**src/hw/rtl/ltstdp_pkg.sv**
```systemverilog
// shared types and constants for the lookup-table stdp weight update block
`default_nettype none

package ltstdp_pkg;

  localparam int WEIGHT_W = 16;
  localparam int AGE_W    = 8;
  localparam int AMPR_W   = 20;
  localparam int TAU_W    = 7;
  localparam int REM_W    = TAU_W - 1;
  localparam int SHIFT_W  = 5;
  localparam int LIMIT_W  = 15;
  localparam int CFG_W    = 20;
  localparam int CFG_IDX_W = 3;

  // quotient bits resolved per divider cycle
  localparam int DIV_STEP = 4;

  localparam logic [AGE_W-1:0] AGE_MAX = 8'hFF;

  localparam logic CMD_TICK = 1'b0;
  localparam logic CMD_LOAD = 1'b1;

  localparam logic [CFG_IDX_W-1:0] CFG_LTP_AMP   = 3'd0;
  localparam logic [CFG_IDX_W-1:0] CFG_LTD_AMP   = 3'd1;
  localparam logic [CFG_IDX_W-1:0] CFG_LTP_TAU   = 3'd2;
  localparam logic [CFG_IDX_W-1:0] CFG_LTD_TAU   = 3'd3;
  localparam logic [CFG_IDX_W-1:0] CFG_LTP_SHIFT = 3'd4;
  localparam logic [CFG_IDX_W-1:0] CFG_LTD_SHIFT = 3'd5;
  localparam logic [CFG_IDX_W-1:0] CFG_LIMIT     = 3'd6;
  localparam logic [CFG_IDX_W-1:0] CFG_EXCIT     = 3'd7;

  typedef struct packed {
    logic                       command;
    logic                       pre_spike;
    logic                       post_spike;
    logic signed [WEIGHT_W-1:0] load_value;
  } in_beat_t;

  typedef struct packed {
    logic signed [WEIGHT_W-1:0] weight_out;
    logic                       updated;
  } out_beat_t;

endpackage

`default_nettype wire

```
**src/hw/rtl/ltstdp_div.sv**
```systemverilog
// iterative divider: wide unsigned dividend by a small divisor, several bits a cycle
`default_nettype none

module ltstdp_div #(
  parameter int AMP_BITS = 20
) (
  input  wire logic                           clk,
  input  wire logic                           rst_n,
  input  wire logic                           start,
  input  wire logic [AMP_BITS-1:0]            dividend,
  input  wire logic [ltstdp_pkg::TAU_W-1:0]   divisor,
  output logic                                done,
  output logic [AMP_BITS-1:0]                 quotient
);

  localparam int NCYC  = (AMP_BITS + ltstdp_pkg::DIV_STEP - 1) / ltstdp_pkg::DIV_STEP;
  localparam int NPAD  = NCYC * ltstdp_pkg::DIV_STEP;
  localparam int CNT_W = $clog2(NCYC + 1);

  logic [NPAD-1:0]                  num_r;
  logic [NPAD-1:0]                  quo_r;
  logic [ltstdp_pkg::REM_W-1:0]     rem_r;
  logic [ltstdp_pkg::TAU_W-1:0]     div_r;
  logic [CNT_W-1:0]                 cnt_r;
  logic                             busy_r;
  logic                             done_r;

  logic [NPAD-1:0]                  num_nxt;
  logic [NPAD-1:0]                  quo_nxt;
  logic [ltstdp_pkg::REM_W-1:0]     rem_nxt;
  logic [ltstdp_pkg::TAU_W-1:0]     trial;

  // restoring long division, DIV_STEP dividend bits per cycle
  always_comb begin
    num_nxt = num_r;
    quo_nxt = quo_r;
    rem_nxt = rem_r;
    trial   = '0;
    for (int k = 0; k < ltstdp_pkg::DIV_STEP; k++) begin
      trial   = {rem_nxt, num_nxt[NPAD-1]};
      num_nxt = {num_nxt[NPAD-2:0], 1'b0};
      if (trial >= div_r) begin
        rem_nxt = ltstdp_pkg::REM_W'(trial - div_r);
        quo_nxt = {quo_nxt[NPAD-2:0], 1'b1};
      end else begin
        rem_nxt = trial[ltstdp_pkg::REM_W-1:0];
        quo_nxt = {quo_nxt[NPAD-2:0], 1'b0};
      end
    end
  end

  always_ff @(posedge clk) begin
    if (!rst_n) begin
      busy_r <= 1'b0;
      done_r <= 1'b0;
      cnt_r  <= '0;
    end else begin
      done_r <= 1'b0;
      if (start) begin
        num_r  <= NPAD'(dividend);
        quo_r  <= '0;
        rem_r  <= '0;
        div_r  <= divisor;
        cnt_r  <= CNT_W'(NCYC - 1);
        busy_r <= 1'b1;
      end else if (busy_r) begin
        num_r <= num_nxt;
        quo_r <= quo_nxt;
        rem_r <= rem_nxt;
        cnt_r <= cnt_r - 1'b1;
        if (cnt_r == '0) begin
          busy_r <= 1'b0;
          done_r <= 1'b1;
        end
      end
    end
  end

  assign done     = done_r;
  assign quotient = quo_r[AMP_BITS-1:0];

endmodule

`default_nettype wire

```
**src/hw/rtl/lookup_table_stdp_weight_update_top.sv**
```systemverilog
// pair-based stdp synapse: spike ages, table-driven weight update and clamp
//
//  channel | direction | handshake           | beat
//  in_     | input     | in_valid / in_stall | ltstdp_pkg::in_beat_t
//  out_    | output    | out_valid/out_stall | ltstdp_pkg::out_beat_t
//  cfg_    | input     | cfg_we              | cfg_index, cfg_wdata
//
// a load or a quiet tick goes from accept to the done state, then into the result register
// a spiking tick walks the table recurrence in the shared divider: per table a setup
// state, idx divider steps (idx the age, if below 3*tau) and an add state, then the clamp state
// one beat in flight: in_stall is high from accept until its result is registered
// the result register holds while out_stall is high; synchronous reset, no clearing pass
`default_nettype none

module lookup_table_stdp_weight_update_top #(
  parameter int MAX_TAU  = 64,
  parameter int AMP_BITS = 20
) (
  input  wire logic                                 clk,
  input  wire logic                                 rst_n,
  input  wire logic                                 in_valid,
  output logic                                      in_stall,
  input  wire ltstdp_pkg::in_beat_t                 in_data,
  output logic                                      out_valid,
  input  wire logic                                 out_stall,
  output ltstdp_pkg::out_beat_t                     out_data,
  input  wire logic                                 cfg_we,
  input  wire logic [ltstdp_pkg::CFG_IDX_W-1:0]     cfg_index,
  input  wire logic [ltstdp_pkg::CFG_W-1:0]         cfg_wdata
);

  localparam int ACC_W = ((AMP_BITS > ltstdp_pkg::WEIGHT_W) ? AMP_BITS
                                                            : ltstdp_pkg::WEIGHT_W) + 2;

  typedef enum logic [6:0] {
    S_IDLE  = 7'b0000001,
    S_SETUP = 7'b0000010,
    S_DIV   = 7'b0000100,
    S_ADD   = 7'b0001000,
    S_CLAMP = 7'b0010000,
    S_DONE  = 7'b0100000,
    S_SPARE = 7'b1000000
  } state_t;

  state_t state_r;

  // configuration
  logic [ltstdp_pkg::AMPR_W-1:0]    ltp_amp_r, ltd_amp_r;
  logic [ltstdp_pkg::TAU_W-1:0]     ltp_tau_r, ltd_tau_r;
  logic [ltstdp_pkg::SHIFT_W-1:0]   ltp_shift_r, ltd_shift_r;
  logic [ltstdp_pkg::LIMIT_W-1:0]   limit_r;
  logic                             excit_r;

  // synapse state
  logic signed [ltstdp_pkg::WEIGHT_W-1:0] weight_r;
  logic [ltstdp_pkg::AGE_W-1:0]     pre_age_r, post_age_r;

  // working registers
  logic                             pre_r;
  logic                             phase_ltd_r;
  logic                             upd_r;
  logic signed [ACC_W-1:0]          acc_r;
  logic [AMP_BITS-1:0]              mag_r;
  logic [ltstdp_pkg::AGE_W-1:0]     idx_r, iter_r;
  logic [ltstdp_pkg::TAU_W-1:0]     tau_r;
  logic                             div_start_r;
  logic                             div_start_nxt;
  logic                             out_valid_r;
  ltstdp_pkg::out_beat_t            out_data_r;

  logic                             div_done;
  logic [AMP_BITS-1:0]              div_quo;

  // table selection for the current phase
  logic [ltstdp_pkg::TAU_W-1:0]     sel_tau;
  logic [ltstdp_pkg::TAU_W-1:0]     sel_tau_eff;
  logic [ltstdp_pkg::AGE_W:0]       sel_len;
  logic [ltstdp_pkg::AGE_W-1:0]     sel_idx;
  logic [AMP_BITS-1:0]              sel_amp;
  logic                             sel_zero;

  logic [ltstdp_pkg::SHIFT_W-1:0]   sel_shift;
  logic [AMP_BITS-1:0]              term;
  logic                             term_rnd;
  logic signed [ACC_W-1:0]          term_ext;
  logic signed [ACC_W-1:0]          acc_add;
  logic signed [ACC_W-1:0]          lim_s;
  logic signed [ACC_W-1:0]          acc_clamped;

  function automatic logic [ltstdp_pkg::AGE_W-1:0] age_next(
    input logic [ltstdp_pkg::AGE_W-1:0] age,
    input logic                         spike
  );
    logic [ltstdp_pkg::AGE_W-1:0] res;
    if (spike) begin
      res = '0;
    end else if (age == ltstdp_pkg::AGE_MAX) begin
      res = ltstdp_pkg::AGE_MAX;
    end else begin
      res = age + 1'b1;
    end
    return res;
  endfunction

  always_comb begin
    sel_tau     = phase_ltd_r ? ltd_tau_r : ltp_tau_r;
    sel_idx     = phase_ltd_r ? post_age_r : pre_age_r;
    sel_amp     = phase_ltd_r ? AMP_BITS'(ltd_amp_r) : AMP_BITS'(ltp_amp_r);
    sel_tau_eff = (sel_tau > ltstdp_pkg::TAU_W'(MAX_TAU)) ? ltstdp_pkg::TAU_W'(MAX_TAU)
                                                         : sel_tau;
    sel_len     = (ltstdp_pkg::AGE_W+1)'({sel_tau_eff, 1'b0})
                + (ltstdp_pkg::AGE_W+1)'(sel_tau_eff);
    sel_zero    = (sel_tau_eff == '0) || ({1'b0, sel_idx} >= sel_len);
  end

  // divider kick: first step from setup, further steps while the age is not reached
  always_comb begin
    div_start_nxt = 1'b0;
    if (state_r == S_SETUP) begin
      div_start_nxt = !sel_zero && (sel_idx != '0);
    end else if (state_r == S_DIV) begin
      div_start_nxt = div_done && (ltstdp_pkg::AGE_W'(iter_r + 1'b1) != idx_r);
    end
  end

  // shifted term; depression rounds the magnitude up before negation
  always_comb begin
    sel_shift = phase_ltd_r ? ltd_shift_r : ltp_shift_r;
    term      = mag_r >> sel_shift;
    term_rnd  = |(mag_r & ~({AMP_BITS{1'b1}} << sel_shift));
    term_ext  = $signed(ACC_W'(term));
    if (phase_ltd_r) begin
      acc_add = acc_r - term_ext - $signed(ACC_W'(term_rnd));
    end else begin
      acc_add = acc_r + term_ext;
    end
  end

  always_comb begin
    lim_s = $signed(ACC_W'(limit_r));
    if (excit_r) begin
      acc_clamped = (acc_r >= lim_s) ? lim_s : acc_r;
      if (acc_clamped < 0) begin
        acc_clamped = '0;
      end
    end else begin
      acc_clamped = (acc_r < -lim_s) ? -lim_s : acc_r;
      if (acc_clamped > 0) begin
        acc_clamped = '0;
      end
    end
  end

  ltstdp_div #(
    .AMP_BITS (AMP_BITS)
  ) u_div (
    .clk      (clk),
    .rst_n    (rst_n),
    .start    (div_start_r),
    .dividend (mag_r),
    .divisor  (tau_r),
    .done     (div_done),
    .quotient (div_quo)
  );

  always_ff @(posedge clk) begin
    if (!rst_n) begin
      state_r     <= S_IDLE;
      ltp_amp_r   <= '0;
      ltd_amp_r   <= '0;
      ltp_tau_r   <= ltstdp_pkg::TAU_W'(1);
      ltd_tau_r   <= ltstdp_pkg::TAU_W'(1);
      ltp_shift_r <= '0;
      ltd_shift_r <= '0;
      limit_r     <= '0;
      excit_r     <= 1'b1;
      weight_r    <= '0;
      pre_age_r   <= ltstdp_pkg::AGE_MAX;
      post_age_r  <= ltstdp_pkg::AGE_MAX;
      div_start_r <= 1'b0;
      out_valid_r <= 1'b0;
      phase_ltd_r <= 1'b0;
    end else begin
      div_start_r <= div_start_nxt;

      if (cfg_we) begin
        case (cfg_index)
          ltstdp_pkg::CFG_LTP_AMP:   ltp_amp_r   <= cfg_wdata;
          ltstdp_pkg::CFG_LTD_AMP:   ltd_amp_r   <= cfg_wdata;
          ltstdp_pkg::CFG_LTP_TAU:   ltp_tau_r   <= cfg_wdata[ltstdp_pkg::TAU_W-1:0];
          ltstdp_pkg::CFG_LTD_TAU:   ltd_tau_r   <= cfg_wdata[ltstdp_pkg::TAU_W-1:0];
          ltstdp_pkg::CFG_LTP_SHIFT: ltp_shift_r <= cfg_wdata[ltstdp_pkg::SHIFT_W-1:0];
          ltstdp_pkg::CFG_LTD_SHIFT: ltd_shift_r <= cfg_wdata[ltstdp_pkg::SHIFT_W-1:0];
          ltstdp_pkg::CFG_LIMIT:     limit_r     <= cfg_wdata[ltstdp_pkg::LIMIT_W-1:0];
          ltstdp_pkg::CFG_EXCIT:     excit_r     <= cfg_wdata[0];
          default: ;
        endcase
      end

      if (state_r == S_DONE && (!out_valid_r || !out_stall)) begin
        out_valid_r <= 1'b1;
      end else if (out_valid_r && !out_stall) begin
        out_valid_r <= 1'b0;
      end

      case (state_r)
        S_IDLE: begin
          if (in_valid) begin
            if (in_data.command == ltstdp_pkg::CMD_LOAD) begin
              weight_r <= in_data.load_value;
              upd_r    <= 1'b0;
              state_r  <= S_DONE;
            end else begin
              pre_age_r   <= age_next(pre_age_r, in_data.pre_spike);
              post_age_r  <= age_next(post_age_r, in_data.post_spike);
              pre_r       <= in_data.pre_spike;
              acc_r       <= ACC_W'(weight_r);
              // potentiation first when a post spike is present
              phase_ltd_r <= !in_data.post_spike;
              upd_r       <= 1'b0;
              if (in_data.pre_spike || in_data.post_spike) begin
                state_r <= S_SETUP;
              end else begin
                state_r <= S_DONE;
              end
            end
          end
        end
        S_SETUP: begin
          mag_r  <= sel_zero ? '0 : sel_amp;
          idx_r  <= sel_idx;
          tau_r  <= sel_tau_eff;
          iter_r <= '0;
          if (sel_zero || sel_idx == '0) begin
            state_r <= S_ADD;
          end else begin
            state_r <= S_DIV;
          end
        end
        S_DIV: begin
          // one recurrence step: m <= m - m / tau
          if (div_done) begin
            mag_r  <= mag_r - div_quo;
            iter_r <= iter_r + 1'b1;
            if (ltstdp_pkg::AGE_W'(iter_r + 1'b1) == idx_r) begin
              state_r <= S_ADD;
            end
          end
        end
        S_ADD: begin
          acc_r <= acc_add;
          if (!phase_ltd_r && pre_r) begin
            phase_ltd_r <= 1'b1;
            state_r     <= S_SETUP;
          end else begin
            state_r <= S_CLAMP;
          end
        end
        S_CLAMP: begin
          weight_r <= acc_clamped[ltstdp_pkg::WEIGHT_W-1:0];
          upd_r    <= 1'b1;
          state_r  <= S_DONE;
        end
        S_DONE: begin
          if (!out_valid_r || !out_stall) begin
            out_data_r.weight_out <= weight_r;
            out_data_r.updated    <= upd_r;
            state_r               <= S_IDLE;
          end
        end
        default: begin
          state_r <= S_IDLE;
        end
      endcase
    end
  end

  assign in_stall  = (state_r != S_IDLE);
  assign out_valid = out_valid_r;
  assign out_data  = out_data_r;

endmodule

`default_nettype wire

```
**config.mk**
```make
export PLATFORM = sky130hd
export DESIGN_NAME = lookup_table_stdp_weight_update_top
export DESIGN_NICKNAME = d
export VERILOG_FILES = /design/src/hw/rtl/ltstdp_pkg.sv /design/src/hw/rtl/ltstdp_div.sv /design/src/hw/rtl/lookup_table_stdp_weight_update_top.sv
export SDC_FILE = /design/constraint.sdc
export NUM_CORES = 1
export LEC_CHECK = 0
export BUFFER_PORTS_ARGS = -buffer_cell sky130_fd_sc_hd__clkbuf_2
export CORE_AREA = 2 2 189 191
export DETAILED_ROUTE_END_ITERATION = 8
export DIE_AREA = 0 0 191 193
export GPL_TIMING_DRIVEN = 0
export HOLD_SLACK_MARGIN = 0.03
export PLACE_DENSITY_LB_ADDON = 0.3
export SLEW_MARGIN = 25
export SYNTH_ARGS = -nofsm -noshare
export SYNTH_HDL_FRONTEND = slang
export SYNTH_HIERARCHICAL = 1
export SYNTH_SLANG_ARGS = --single-unit
```
**constraint.sdc**
```tcl
create_clock -name clk -period 18.4 [get_ports clk]
set_input_delay 2.76 -clock clk [delete_from_list [all_inputs] [get_ports clk]]
set_output_delay 2.76 -clock clk [all_outputs]
set_load 0.01 [all_outputs]
```
==> impl_metrics.env <==
export IMPL_p_int_w=0.001083
export IMPL_cts_root_buffer="clkbuf_16"
export IMPL_fin_util_pct=59.73
export IMPL_cts_resized=0
export IMPL_tightest_slew_ns=1.028
export IMPL_p_clk_share_pct=36.1
export IMPL_die_area_um2=36860
export IMPL_synthCells=2135
export IMPL_synth_distinct_cells=97
export IMPL_syn_avg_cell_area_um2=8.895
export IMPL_grt_pass1_wl_um=87610
export IMPL_rsz0062_at_grt="false"
export IMPL_cts_hold_buffers_added=0
export IMPL_drt_pass1_iterations=6
export IMPL_period_share_pct=40.34
export IMPL_post_cts_repair_setup_buffers=0
export IMPL_ys_warn_count=6
export IMPL_grt_start_max_net_pins=27
export IMPL_nFillCells=3121
export IMPL_fin_worst_skew_ns=0.01688
export IMPL_ys_async_sr_fraction_pct=0
export IMPL_dp_hpwl_um=44170
export IMPL_vias=16420
export IMPL_final_min_clock_period_ns=7.422
export IMPL_min_path_type="register to register"
export IMPL_antenna_found_initial=1
export IMPL_startpoint="u_div/div_r[1]"
export IMPL_layout_nets=2452
export IMPL_placed_cells=2660
export IMPL_p_total_w=0.001546
export IMPL_fp_dieH_um=193
export IMPL_max_cap_violations=0
export IMPL_setup_viol=0
export IMPL_drc=0
export IMPL_synthFlopType="edfxtp_1"
export IMPL_pre_cts_ws_ns=11.15
export IMPL_powerDensity_nw_per_um2=74.05
export IMPL_seqPwrFrac_pct=42.1
export IMPL_first_global_vias=15600
export IMPL_slew_violations=0
export IMPL_clock_path_buffers=3
export IMPL_status="finished clean"
export IMPL_hold_viol=0
export IMPL_synth_edff_count=137
export IMPL_route_detailed_wl_per_inst_um=20.83
export IMPL_p_sw_w=0.0004632
export IMPL_gp_congestion=1.002
export IMPL_clkTransAtPathRegs_ns=0.06
export IMPL_pwr_share_comb_pct=21.8
export IMPL_via_per_inst=6.048
export IMPL_multi_input_area_um2=11300
export IMPL_p_sw_share_pct=29.95
export IMPL_seq_area_um2=6636
export IMPL_cp_common_cell="ha_1"
export IMPL_crit_arrival_ns=7.77
export IMPL_die_w_um=191
export IMPL_port_buffers=61
export IMPL_htree_num_levels=1
export IMPL_ys_ff_latch=263
export IMPL_cts_tree="yes"
export IMPL_clock_latency_ns=0.55
export IMPL_gr_total_overflow=0
export IMPL_cts_inserted_buffers=29
export IMPL_r2r_start="u_div/div_r[1]"
export IMPL_fmax_mhz=134.7
export IMPL_drt_iter0_markers=1670
export IMPL_finalNonFillerCells=2715
export IMPL_cp_required_ns=18.75
export IMPL_final_setup_tns_ns=0
export IMPL_core_rowCount=69
export IMPL_drtAntennaViolNets=0
export IMPL_area_delta_synth_final_pct=9.975
export IMPL_grt_usage_pct=30.58
export IMPL_crit_type="register to register"
export IMPL_core_um2=34960
export IMPL_drive_above_1_share_pct=10.87
export IMPL_critPathMaxStageDelay_ns=0.73
export IMPL_start_util_pct=54.31
export IMPL_worstHoldStart="tau_r[4]"
export IMPL_worstPathMaxFanout=8
export IMPL_postLayoutSetupSlackWorst_ns=10.98
export IMPL_ys_seq_area_share_pct=34.95
export IMPL_cts_num_sinks=263
export IMPL_max_vdd_ir_drop_mv=0.07472
export IMPL_syn_num_nets=2357
export IMPL_worst_setup_path_start_kind="register"
export IMPL_max_slew_margin_rel_pct=30.92
export IMPL_routed_wirelength_um=56540
export IMPL_io_pin_count=66
export IMPL_setup_worst_path_end_class="register"
export IMPL_synth_area_um2=18990
export IMPL_slowest_stage="o41ai_2"
export IMPL_leakage_nw=8.439
[per-stage QoR]
step | hold WS, ns | area, µm²
6_report | 0.4268 | 20890
5_1_grt | 0.4392 | 20890
2_1_floorplan | 0.4003 | 18990
4_1_cts | 0.4309 | 20880
3_3_place_gp | 0.4023 | 19870
3_5_place_dp | 0.4077 | 19980
[synth_stat cells (5+ instances only)]
library cell,n,share of area [%]
nand4_1,14,0.46
o22ai_1,19,0.63
o211ai_1,7,0.28
a211oi_1,21,0.83
a21oi_1,180,4.7
a31oi_1,27,0.89
a31o_2,5,0.23
o21a_1,23,0.91
o21bai_1,14,0.55
o21ai_0,102,2.7
inv_1,152,3.0
a22oi_1,5,0.20
dfxtp_1,126,13
o221ai_1,5,0.23
o31ai_1,12,0.47
edfxtp_1,137,22
nor4_1,12,0.40
and2_1,13,0.43
nor2b_1,40,1.3
buf_4,18,0.71
xnor2_1,64,3.0
fa_1,9,0.95
or3_1,6,0.20
xor2_1,29,1.3
nor3b_1,7,0.28
mux2_2,41,2.4
nand2_1,281,5.6
a21o_1,29,1.1
clkbuf_1,59,1.2
buf_1,5,0.099
and3_1,22,0.72
a311oi_1,6,0.28
nor3_1,44,1.2
or2_2,8,0.26
nor2_1,141,2.8
a221oi_2,10,0.79
buf_2,11,0.29
nand3_1,34,0.90
mux2i_1,97,5.1
nand2b_1,34,1.1
ha_1,166,11
[flip-flops by register name, indices dropped and copies added (netlist names), 6 cells and up]
register	flops
mag_r	20
ltp_tau_r	7
idx_r	8
out_data	17
tau_r	7
limit_r	15
iter_r	8
u_div/rem_r	6
post_age_r	8
u_div/quotient	20
u_div/num_r	20
weight_r	16
ltd_tau_r	7
u_div/div_r	7
state_r	6
pre_age_r	8
acc_r	22
ltd_amp_r	20
ltp_amp_r	20
[layer usage]
metal  GRT usage [%]  wire length (µm)
met4           6.798              1143
met1           44.06             25340
met5               0                 0
met2           47.62             24840
met3           5.810              5217
[layout make-up]
type / instances / share of cell area, %
flip-flops and latches: 263 / 31.78
clock buffers: 49 / 4.146
plain buffers: 98 / 2.390
multi-input cells: 1619 / 54.11
clock inverters: 5 / 0.1618
well taps: 461 / 2.762
repair buffers: 64 / 1.857
diodes: 1 / 0.01198
inverters: 155 / 2.786
[path summary, 6_finish.rpt]
path | slack (ns) | to | cells after the start
setup / recovery | 10.98 | u_div/rem_r[0] | 26
hold / removal | 0.43 | u_div/div_r[4] | 0
setup reg to reg | 10.98 | u_div/rem_r[0] | 26
hold reg to reg | 0.43 | u_div/div_r[4] | 0
[power groups by stage]
stage	Combinational, W	Clock, W	Sequential, W
finish	0.000337	0.000559	0.000651
global route	0.000371	0.000587	0.000652
CTS	0.000331	0.000565	0.000650
detailed placement	0.000327	0	0.000662
global placement	0.000319	0	0.000662
floorplan	0.000245	0	0.000654
[logic make-up (layout without fill, tap and decap cells)]
kind of cell	Yosys count	after routing	synth area share, %
AND/OR/NAND/NOR	685	685	17.17
AO/OA/AOI/OAI	522	522	17.89
adder cells (fa/ha/maj)	175	175	11.89
multiplexers	143	143	8.045
buffers and inverters	253	371	5.692
other	0	1	0
flip-flops	263	263	34.95
XOR/XNOR	94	94	4.375
[cells in the final DEF, fill, tap and decap left out, types with 27 or more instances in the layout]
| cell type | instances |
|---|---|
| nor2_1 | 139 |
| inv_1 | 152 |
| clkbuf_16 | 30 |
| xnor2_1 | 64 |
| nand2b_1 | 34 |
| clkbuf_2 | 61 |
| a21oi_1 | 179 |
| a31oi_1 | 27 |
| a21o_1 | 29 |
| ha_1 | 166 |
| mux2_2 | 41 |
| mux2i_1 | 97 |
| clkbuf_1 | 73 |
| o21ai_0 | 102 |
| nor3_1 | 44 |
| xor2_1 | 29 |
| nand3_1 | 34 |
| nor2b_1 | 40 |
| nand2_1 | 281 |
| edfxtp_1 | 137 |
| dfxtp_1 | 126 |
[worst max-delay path: cells and delay by family (launching register included)]
family / cells / cell delay [ns]
fa+ha+maj: 4 / 1.33
compound gates: 16 / 4.25
buf+inv: 3 / 0.58
simple gates: 2 / 0.36
flops: 1 / 0.50
mux: 1 / 0.19
No activity file was read; power rests on OpenSTA's default activity.
